==> src/sv/vcfe_pkg.sv <==
// ----------------------------------------------------------------------------
// Velocity command frame encoder package
// Shared types, frame constants and register indexes for the encoder.
// ----------------------------------------------------------------------------
package vcfe_pkg;

    // Frame layout
    localparam int FRAME_LEN    = 24;
    localparam int PREAMBLE_LEN = 3;
    localparam int PAYLOAD_END  = 21;
    localparam int POS_W        = 5;

    // Byte values
    localparam logic [7:0] K_BYTE  = 8'h6B;
    localparam logic [7:0] NL_BYTE = 8'h0A;
    localparam logic [7:0] LC_R    = 8'h72;
    localparam logic [7:0] UC_R    = 8'h52;
    localparam logic [7:0] LC_W    = 8'h77;
    localparam logic [7:0] UC_W    = 8'h57;
    localparam logic [7:0] HI_CAP  = 8'd127;
    localparam logic [7:0] LO_CAP  = 8'd255;

    // Configuration
    localparam int         LIMIT_W     = 15;
    localparam logic [14:0] LIMIT_RESET = 15'd1500;
    localparam int         CFG_IDX_W   = 2;

    typedef enum logic [CFG_IDX_W-1:0] {
        CFG_LIMIT_X   = 2'd0,
        CFG_LIMIT_Y   = 2'd1,
        CFG_LIMIT_ROT = 2'd2
    } t_cfg_idx;

    // Queue between front and back
    localparam int Q_DEPTH_DEFAULT = 2;

    // Six encoded bytes: x hi, x lo, y hi, y lo, rot hi, rot lo (element 0 first)
    typedef logic [5:0][7:0] t_enc;

    typedef struct packed {
        logic full;
        logic empty;
    } t_q_status;

endpackage

==> src/sv/vcfe_front.sv <==
// ----------------------------------------------------------------------------
// Velocity command frame encoder: front end
// Holds the limit registers, accepts commands and turns them into six bytes.
// ----------------------------------------------------------------------------
module vcfe_front
    import vcfe_pkg::*;
(
    input  logic                  i_clk,
    input  logic                  i_rst_n,
    input  logic                  i_cfg_valid,
    input  logic [CFG_IDX_W-1:0]  i_cfg_index,
    input  logic [LIMIT_W-1:0]    i_cfg_data,
    input  logic                  i_in_valid,
    output logic                  o_in_stall,
    input  logic signed [15:0]    i_speed_x,
    input  logic signed [15:0]    i_speed_y,
    input  logic signed [15:0]    i_speed_rot,
    input  t_q_status             i_q_status,
    output logic                  o_push,
    output t_enc                  o_enc
);

    logic [LIMIT_W-1:0]  r_limit_x;
    logic [LIMIT_W-1:0]  r_limit_y;
    logic [LIMIT_W-1:0]  r_limit_rot;
    logic                r_valid;
    logic signed [15:0]  r_sx;
    logic signed [15:0]  r_sy;
    logic signed [15:0]  r_sr;

    logic                ready;
    logic                accept;
    logic signed [15:0]  cx;
    logic signed [15:0]  cy;
    logic signed [15:0]  cr;
    logic signed [15:0]  qr;

    function automatic logic signed [15:0] clamp_mag(input logic signed [15:0] v,
                                                     input logic [LIMIT_W-1:0] lim);
        logic signed [15:0] l;
        l = signed'({1'b0, lim});
        if (v > l) begin
            return l;
        end else if (v < -l) begin
            return -l;
        end else begin
            return v;
        end
    endfunction

    function automatic logic is_reserved(input logic [7:0] b);
        return (b == NL_BYTE) || (b == LC_R) || (b == UC_R) || (b == LC_W) || (b == UC_W);
    endfunction

    // Negative values use 0xFFFF - |v|, which is v - 1 modulo 2^16.
    function automatic logic [15:0] encode(input logic signed [15:0] v);
        logic [15:0] code;
        logic [7:0]  h;
        logic [7:0]  l;
        code = v[15] ? 16'(v - 16'sd1) : 16'(v);
        h    = code[15:8];
        l    = code[7:0];
        if (h < HI_CAP) begin
            h = h + 8'd1;
        end
        if (l < LO_CAP) begin
            l = l + 8'd1;
        end
        if (is_reserved(h)) begin
            h = h - 8'd1;
        end
        if (is_reserved(l)) begin
            l = l - 8'd1;
        end
        return {h, l};
    endfunction

    assign ready      = !r_valid || !i_q_status.full;
    assign accept     = i_in_valid && ready;
    assign o_in_stall = !ready;
    assign o_push     = r_valid && !i_q_status.full;

    always_comb begin
        cx = clamp_mag(r_sx, r_limit_x);
        cy = clamp_mag(r_sy, r_limit_y);
        cr = clamp_mag(r_sr, r_limit_rot);
        // Division by four, rounding toward zero.
        qr = cr[15] ? ((cr + 16'sd3) >>> 2) : (cr >>> 2);
        {o_enc[0], o_enc[1]} = encode(cx);
        {o_enc[2], o_enc[3]} = encode(cy);
        {o_enc[4], o_enc[5]} = encode(qr);
    end

    always_ff @(posedge i_clk) begin
        if (!i_rst_n) begin
            r_limit_x   <= LIMIT_RESET;
            r_limit_y   <= LIMIT_RESET;
            r_limit_rot <= LIMIT_RESET;
            r_valid     <= 1'b0;
        end else begin
            if (i_cfg_valid) begin
                unique case (t_cfg_idx'(i_cfg_index))
                    CFG_LIMIT_X:   r_limit_x   <= i_cfg_data;
                    CFG_LIMIT_Y:   r_limit_y   <= i_cfg_data;
                    CFG_LIMIT_ROT: r_limit_rot <= i_cfg_data;
                    default: ;
                endcase
            end
            if (accept) begin
                r_valid <= 1'b1;
            end else if (o_push) begin
                r_valid <= 1'b0;
            end
        end
    end

    always_ff @(posedge i_clk) begin
        if (accept) begin
            r_sx <= i_speed_x;
            r_sy <= i_speed_y;
            r_sr <= i_speed_rot;
        end
    end

endmodule

==> src/sv/vcfe_queue.sv <==
// ----------------------------------------------------------------------------
// Velocity command frame encoder: command queue
// Small first-in first-out store of encoded commands between front and back.
// ----------------------------------------------------------------------------
module vcfe_queue
    import vcfe_pkg::*;
#(
    parameter int DEPTH = Q_DEPTH_DEFAULT
) (
    input  logic      i_clk,
    input  logic      i_rst_n,
    input  logic      i_push,
    input  t_enc      i_data,
    input  logic      i_pop,
    output t_enc      o_data,
    output t_q_status o_status
);

    localparam int PTR_W = (DEPTH > 1) ? $clog2(DEPTH) : 1;
    localparam int CNT_W = $clog2(DEPTH + 1);

    t_enc             r_mem [DEPTH];
    logic [PTR_W-1:0] r_wr_ptr;
    logic [PTR_W-1:0] r_rd_ptr;
    logic [CNT_W-1:0] r_count;

    function automatic logic [PTR_W-1:0] bump(input logic [PTR_W-1:0] p);
        return (p == PTR_W'(DEPTH - 1)) ? '0 : PTR_W'(p + 1'b1);
    endfunction

    assign o_status.full  = (r_count == CNT_W'(DEPTH));
    assign o_status.empty = (r_count == '0);
    assign o_data         = r_mem[r_rd_ptr];

    always_ff @(posedge i_clk) begin
        if (!i_rst_n) begin
            r_wr_ptr <= '0;
            r_rd_ptr <= '0;
            r_count  <= '0;
        end else begin
            if (i_push) begin
                r_wr_ptr <= bump(r_wr_ptr);
            end
            if (i_pop) begin
                r_rd_ptr <= bump(r_rd_ptr);
            end
            if (i_push && !i_pop) begin
                r_count <= r_count + 1'b1;
            end else if (i_pop && !i_push) begin
                r_count <= r_count - 1'b1;
            end
        end
    end

    always_ff @(posedge i_clk) begin
        if (i_push) begin
            r_mem[r_wr_ptr] <= i_data;
        end
    end

endmodule

==> src/sv/vcfe_back.sv <==
// ----------------------------------------------------------------------------
// Velocity command frame encoder: back end
// Serialises one queued command into its 24-byte frame through an output register.
// ----------------------------------------------------------------------------
module vcfe_back
    import vcfe_pkg::*;
(
    input  logic       i_clk,
    input  logic       i_rst_n,
    input  t_q_status  i_q_status,
    input  t_enc       i_q_data,
    output logic       o_pop,
    output logic       o_out_valid,
    input  logic       i_out_stall,
    output logic [7:0] o_frame_byte,
    output logic       o_frame_last
);

    logic             r_active;
    logic [POS_W-1:0] r_pos;
    t_enc             r_bytes;
    logic             r_out_valid;
    logic [7:0]       r_byte;
    logic             r_last;

    logic             n_active;
    logic [POS_W-1:0] n_pos;
    t_enc             n_bytes;
    logic             n_out_valid;
    logic [7:0]       n_byte;
    logic             n_last;

    logic             advance;
    logic             last_pos;
    logic             load;

    always_comb begin
        n_active    = r_active;
        n_pos       = r_pos;
        n_bytes     = r_bytes;
        n_out_valid = r_out_valid;
        n_byte      = r_byte;
        n_last      = r_last;

        advance  = !r_out_valid || !i_out_stall;
        last_pos = (r_pos == POS_W'(FRAME_LEN - 1));
        load     = !i_q_status.empty && (!r_active || (advance && last_pos));

        if (advance) begin
            n_out_valid = r_active;
            if (r_active) begin
                n_last = last_pos;
                n_pos  = r_pos + 1'b1;
                priority if (r_pos < POS_W'(PREAMBLE_LEN)) begin
                    n_byte = K_BYTE;
                end else if (r_pos < POS_W'(PAYLOAD_END)) begin
                    // Rotate so that the six bytes come round three times.
                    n_byte  = r_bytes[0];
                    n_bytes = {r_bytes[0], r_bytes[5:1]};
                end else begin
                    n_byte = NL_BYTE;
                end
                if (last_pos) begin
                    n_active = 1'b0;
                end
            end
        end

        if (load) begin
            n_bytes  = i_q_data;
            n_pos    = '0;
            n_active = 1'b1;
        end
    end

    assign o_pop        = load;
    assign o_out_valid  = r_out_valid;
    assign o_frame_byte = r_byte;
    assign o_frame_last = r_last;

    always_ff @(posedge i_clk) begin
        if (!i_rst_n) begin
            r_active    <= 1'b0;
            r_pos       <= '0;
            r_out_valid <= 1'b0;
        end else begin
            r_active    <= n_active;
            r_pos       <= n_pos;
            r_out_valid <= n_out_valid;
        end
    end

    always_ff @(posedge i_clk) begin
        r_bytes <= n_bytes;
        r_byte  <= n_byte;
        r_last  <= n_last;
    end

endmodule

==> src/sv/velocity_command_frame_encoder.sv <==
// ----------------------------------------------------------------------------
// Velocity command frame encoder
// Turns x, y and rotation speed commands into 24-byte serial command frames.
// ----------------------------------------------------------------------------
// Usage. A command (three signed 16-bit speeds) is transferred on the input
// channel when i_in_valid is high and o_in_stall is low. Each command yields a
// frame of 24 byte transfers on the output channel: three 'k' bytes, the six
// encoded speed bytes sent three times over, and three newline bytes, the last
// of which carries o_frame_last. A byte is transferred when o_out_valid is
// high and i_out_stall is low.
// A command passes through the front end's command register and the queue
// before the back end registers the first byte of its frame. Bytes leave at
// one per cycle while i_out_stall is low, set by the single output byte lane.
// Frames follow each other with no gap while commands are queued. The front
// end encodes one command and a short queue holds further encoded commands,
// so up to Q_DEPTH + 1 commands are taken ahead of the serialiser.
// The limit registers are written over the configuration channel, which is
// always ready; writes to an index beyond the three limits are ignored.
// Reset (synchronous, active low) restores every limit to 1500 and empties
// the pipeline. When the receiver stalls, the current byte is held and the
// serialiser waits; o_in_stall rises once the queue and front end are full.
// ----------------------------------------------------------------------------
module velocity_command_frame_encoder
    import vcfe_pkg::*;
#(
    parameter int Q_DEPTH = Q_DEPTH_DEFAULT
) (
    input  logic                 i_clk,
    input  logic                 i_rst_n,
    // Configuration write channel
    input  logic                 i_cfg_valid,
    output logic                 o_cfg_ready,
    input  logic [CFG_IDX_W-1:0] i_cfg_index,
    input  logic [LIMIT_W-1:0]   i_cfg_data,
    // Command input channel
    input  logic                 i_in_valid,
    output logic                 o_in_stall,
    input  logic signed [15:0]   i_speed_x,
    input  logic signed [15:0]   i_speed_y,
    input  logic signed [15:0]   i_speed_rot,
    // Frame byte output channel
    output logic                 o_out_valid,
    input  logic                 i_out_stall,
    output logic [7:0]           o_frame_byte,
    output logic                 o_frame_last
);

    t_q_status q_status;
    t_enc      enc;
    t_enc      q_data;
    logic      push;
    logic      pop;

    // Limits may be written at any time the block is idle, so no back-pressure.
    assign o_cfg_ready = 1'b1;

    // Front end: limit registers, command register and the encoding logic.
    vcfe_front u_front (
        .i_clk       (i_clk),
        .i_rst_n     (i_rst_n),
        .i_cfg_valid (i_cfg_valid),
        .i_cfg_index (i_cfg_index),
        .i_cfg_data  (i_cfg_data),
        .i_in_valid  (i_in_valid),
        .o_in_stall  (o_in_stall),
        .i_speed_x   (i_speed_x),
        .i_speed_y   (i_speed_y),
        .i_speed_rot (i_speed_rot),
        .i_q_status  (q_status),
        .o_push      (push),
        .o_enc       (enc)
    );

    // Queue of encoded commands, letting front and back stall independently.
    vcfe_queue #(
        .DEPTH (Q_DEPTH)
    ) u_queue (
        .i_clk    (i_clk),
        .i_rst_n  (i_rst_n),
        .i_push   (push),
        .i_data   (enc),
        .i_pop    (pop),
        .o_data   (q_data),
        .o_status (q_status)
    );

    // Back end: frame serialiser with a registered output byte.
    vcfe_back u_back (
        .i_clk        (i_clk),
        .i_rst_n      (i_rst_n),
        .i_q_status   (q_status),
        .i_q_data     (q_data),
        .o_pop        (pop),
        .o_out_valid  (o_out_valid),
        .i_out_stall  (i_out_stall),
        .o_frame_byte (o_frame_byte),
        .o_frame_last (o_frame_last)
    );

endmodule

==> config.mk <==
export PLATFORM = sky130hd
export DESIGN_NAME = velocity_command_frame_encoder
export DESIGN_NICKNAME = d
export VERILOG_FILES = /design/src/sv/vcfe_pkg.sv /design/src/sv/vcfe_front.sv /design/src/sv/vcfe_queue.sv /design/src/sv/vcfe_back.sv /design/src/sv/velocity_command_frame_encoder.sv
export SDC_FILE = /design/constraint.sdc
export NUM_CORES = 1
export LEC_CHECK = 0
export BUFFER_PORTS_ARGS = -buffer_cell sky130_fd_sc_hd__buf_2
export CELL_PAD_IN_SITES_DETAIL_PLACEMENT = 1
export CELL_PAD_IN_SITES_GLOBAL_PLACEMENT = 2
export CORE_ASPECT_RATIO = 0.5
export CORE_MARGIN = 2
export CORE_UTILIZATION = 42
export CTS_BUF_LIST = sky130_fd_sc_hd__clkbuf_16
export DETAILED_ROUTE_END_ITERATION = 6
export PLACE_DENSITY = 0.85
export SYNTH_ARGS = -nofsm -noshare
export SYNTH_HDL_FRONTEND = slang
export SYNTH_HIERARCHICAL = 1
export SYNTH_SLANG_ARGS = --single-unit
==> constraint.sdc <==
create_clock -name i_clk -period 10.4 [get_ports i_clk]
set_input_delay 0.52 -clock i_clk [delete_from_list [all_inputs] [get_ports i_clk]]
set_output_delay 0.52 -clock i_clk [all_outputs]
set_load 0.005 [all_outputs]
==> results.md <==
- The critical path data arrival time is 8930 ps.
- The HPWL after detailed placement is between 40 and 50 mm.
- Between clock sinks in the finished design, the worst skew comes to 23.3 ps.
- The maximum achievable frequency is 0.116 GHz.
- The clock slew seen by the registers of the worst setup and hold paths is about 70 ps.
- The mean area per synthesized cell is ~10 um2.
- The post-route cell area is 0.0200 mm2.
- The hold slack is 118 ps.
- The die area is 0.0454 mm2.
- The initial antenna violation count is 1.
- Once the clock tree was built, the resizer swapped 0 gates to a different size.
- The total setup violations reported at the end of the flow is 0.
- The worst path uses around 83% of the clock period.
- The nature of the critical path startpoint is a flop.
- Relative to the synthesized area, the layout overhead comes to 9.54%.
- Counting instances, the worst hold path has a depth of 1.
- Yosys attributes the largest share of cell area to edfxtp_1 33%, ha_1 8.3%, dfxtp_1 6.3%, mux2_2 4.4%, mux2_4 3.6%.
- Routability-driven placement finished with a final weighted congestion of 0.901.
- The post-cts hold buffer count is 0.
- The leakage power of the design is 7.60 nW.
- The TritonCTS buffer count is 27.
- The layout has 4755 filler cells.
- Synthesis handed over a netlist of approximately 1800 instances.
- The async set-reset flop share out of synthesis is 0%.
- The count of final max-slew check failures was 0.
- The count of antenna diodes in the layout is 0.
- The placement row count is 54.
- The endpoint of the most critical register-to-register path is u_queue/r_mem[1][3]$_DFFE_PP_.
- The destination of the worst hold path is u_front/r_sx[7]$_DFFE_PP_.
- The primary flip-flop cell chosen by synthesis mapping is edfxtp_1.
- The average wire per standard cell is roughly 22 um.
- Once the floorplan was initialized, standard cells occupied between 40% and 50% of the core.
- For the worst-skew pair, the clock arrives at the later sink with an insertion delay of 570 ps.
- The number of cells on the worst reg-to-reg path is 30.
- The setup TNS is 0 ps.
- Input and output buffers added on the ports amount to 80.
- The largest buffer count on any clock path is 3.
- The instance area at placement is 0.0192 mm2.
- The slack of the worst reg-to-reg path is 1760 ps.
- The clock drives 259 sinks.
- The post-route DRC violation count is 0.
- The first routing iteration left 1141 violations.
- Counting flops and latches in the post-synthesis netlist gives 259.
- The leading area contributor after synthesis is edfxtp_1.
- CTS built an H-tree with a depth of 1.
- The die boundary width is 299 um.
- The sequential fraction of the synthesis area is between 30 and 40%.
- Global routing used 23.8% of the available tracks across all layers.
- The most common cell type on the critical path is ha_1.
- Counting distinct cell types in the post-synthesis netlist gives 115.
- The smallest clock period supported by the final layout is computed as ~8600 ps.
- The worst hold path startpoint is i_speed_x[7].
- The wire length after detailed routing is about 55 mm.
- The post-route netlist has 17.2% of its cells at a drive strength greater than 1.
- The most frequent cell after synthesis is edfxtp_1.
- The delay contributed by the slowest stage of the critical path is 830 ps.
- STA classifies the critical path endpoint as a flop.
- For the worst setup path, the data required time is approximately 11000 ps.
- Across the run, the number of max-cap violations was 0.
- The post-synthesis instance area is 0.0183 mm2.
- The type of the tightest min-delay check is in -> reg.
- The largest net degree at the start of global routing is 59.
- The worst reg2reg path startpoint is u_front/r_limit_x[0]$_SDFFE_PN0P_.
- For this design the ratio of total power to cell area is 200 mW/mm2.
- The tree is rooted in a clkbuf_16.
- The critical path class is reg -> reg.
- OpenSTA, run right after detailed placement, puts the worst setup slack at ~2000 ps.
- The first detailed-routing pass ran for 5 iterations.
- After synthesis, the most frequently instantiated cells are 201 x edfxtp_1, 166 x nand2_1, 121 x ha_1, 93 x nor2_1, 89 x inv_1.
- The number of global-route vias before repair was 14400.
- Summing over every cut layer, the via total after detailed routing is 14600.
- The number of nets in the synthesized netlist is ~2000.
- The slew at the pin closest to its max-slew limit is between 1000 and 1500 ps.
- The final critical-path setup slack is 1760 ps.
- The remaining number of nets flagged by the antenna check after routing is 0.
- The count of yosys warnings during synthesis is 6.
- The routed via count divided by cell count is ~6.
- For this design the top-level I/O count stands at 82.
- The chip height is 152 um.
- The normalized max-slew margin is 16.4%.
- The number of hold-slack violations in the final timing report came to 0.
- The share of the synthesized area in the top cell type is 33.0%.
- The first global-routing pass estimated 84.5 mm of wire.
- The flow ran to the end, and the final reports show no timing, DRC or antenna violations.
- On the critical path, the stage with the largest delay is an instance of nor4_1.
- Setup repair after global routing left no endpoint under its margin.
- The total power of the final layout is 4.01 mW.
- After global routing the overflow that remains totals 0.
- Along the worst path, the maximum fanout reaches 19.
- The CTS tree is done.
- In this run, synthesis inferred between 200 and 250 flip-flops with an integrated enable.
- The core region is 0.0433 mm2.
- The number of buffers added for setup after CTS is 0.
- The maximum VDD drop is 0.135 mV.
- The layout net count is 2038.
[routing by layer]
| metal | global-route usage (%) | routed length (um) |
|---|---|---|
| met1 | 34.5 | 27000 |
| met2 | 37.6 | 23700 |
| met3 | 3.88 | 2990 |
| met4 | 4.73 | 930 |
| met5 | 0 | 0 |
[critical path, delay by kind of cell (launching register included)]
family	cells	cell delay, ps
AOI/OAI and AO/OA	7	3010
xor gates and xnor gates	3	490
adders and majority gates	4	940
buffers and inverters	4	490
DFF	1	330
muxes	1	80
and+or+nand+nor	11	3030
[logic make-up (layout without fill, tap and decap cells)]
| logic type | Yosys count | after routing | share of synthesized area, % |
|---|---|---|---|
| buffers and inverters | 150 | 235 | 3.95 |
| AND/OR/NAND/NOR | 562 | 562 | 16.4 |
| adder cells (fa/ha/maj) | 121 | 121 | 8.27 |
| multiplexers | 140 | 140 | 9.36 |
| flip-flops | 259 | 259 | 39.3 |
| other | 1 | 1 | 0.0205 |
| AO/OA/AOI/OAI | 462 | 462 | 18.4 |
| XOR/XNOR | 88 | 88 | 4.21 |
[stage by stage]
stage / cells / utilization (%)
3_3_place_gp: 2406 / 44.3
6_report: 2456 / 46.3
5_1_grt: 2456 / 46.3
4_1_cts: 2456 / 46.3
2_1_floorplan: 1783 / -
3_5_place_dp: 2406 / 44.3
[sequential cells by signal, indices dropped and copies added, names as in the netlist, named ones only]
signal / count
u_back/r_pos: 5
u_queue/r_count: 2
u_back/r_active: 1
u_front/r_limit_y: 15
u_front/r_limit_x: 15
u_front/r_valid: 1
u_front/r_sr: 16
u_front/r_sx: 16
u_back/o_frame_last: 1
u_back/r_bytes: 48
u_queue/r_rd_ptr: 1
u_queue/r_wr_ptr: 1
u_front/r_limit_rot: 15
u_back/o_out_valid: 1
u_back/o_frame_byte: 8
u_queue/r_mem: 96
u_front/r_sy: 16
[power by group]
group	internal (mW)	total (mW)	switching [mW]
sequential	1.42	1.55	0.130
combinational	0.658	1.51	0.853
clock	0.507	0.952	0.445
[layout by cell type (no fill, tap or decap), types with 19 or more instances in the layout]
cell type / netlist / layout
xor2_1: 24 / 24
mux2i_1: 23 / 23
clkbuf_16: 0 / 27
dfxtp_1: 58 / 57
o211ai_1: 49 / 49
a211oi_1: 23 / 23
nor4_1: 19 / 19
and2_1: 24 / 23
mux2_4: 44 / 44
nand2_1: 166 / 165
nor3_1: 37 / 37
ha_1: 121 / 121
nor2_1: 93 / 93
a21oi_1: 78 / 78
xnor2_1: 64 / 64
o22ai_1: 21 / 21
nand3_1: 46 / 46
nand4_1: 34 / 34
a21boi_0: 27 / 27
edfxtp_1: 201 / 201
inv_1: 89 / 94
a21o_1: 27 / 27
buf_2: 10 / 80
mux2_2: 71 / 71
o21ai_0: 48 / 48
[worst max-delay path by stage]
| stage | startpoint | end | slack, ps | cells past startpoint |
|---|---|---|---|---|
| final | u_front/r_limit_x[0]$_SDFFE_PN0P_ | u_queue/r_mem[1][3]$_DFFE_PP_ | 1760 | 30 |
| after global routing | u_front/r_limit_x[0]$_SDFFE_PN0P_ | u_queue/r_mem[1][3]$_DFFE_PP_ | 980 | 30 |
| after CTS | u_front/r_limit_x[0]$_SDFFE_PN0P_ | u_queue/r_mem[1][3]$_DFFE_PP_ | 1940 | 30 |
| after detailed placement | u_front/r_limit_x[6]$_SDFFE_PN1P_ | u_queue/r_mem[0][3]$_DFFE_PP_ | 2010 | 26 |
| after global placement | u_front/r_limit_rot[0]$_SDFFE_PN0P_ | u_queue/r_mem[0][41]$_DFFE_PP_ | 2140 | 28 |
| after floorplan | u_front/r_limit_x[0]$_SDFFE_PN0P_ | u_queue/r_mem[0][3]$_DFFE_PP_ | 3100 | 32 |
[final cells by class]
type / instances / area (um2) / share of cell area, %
multi-input cells: 1374 / 10400 / 52.0
clock buffers: 27 / 676 / 3.37
inverters: 90 / 338 / 1.69
flip-flops and latches: 259 / 7200 / 35.9
well taps: 588 / 736 / 3.67
clock inverters: 23 / 169 / 0.843
repair buffers: 95 / 513 / 2.56
Power figures use the tool's default switching activity.
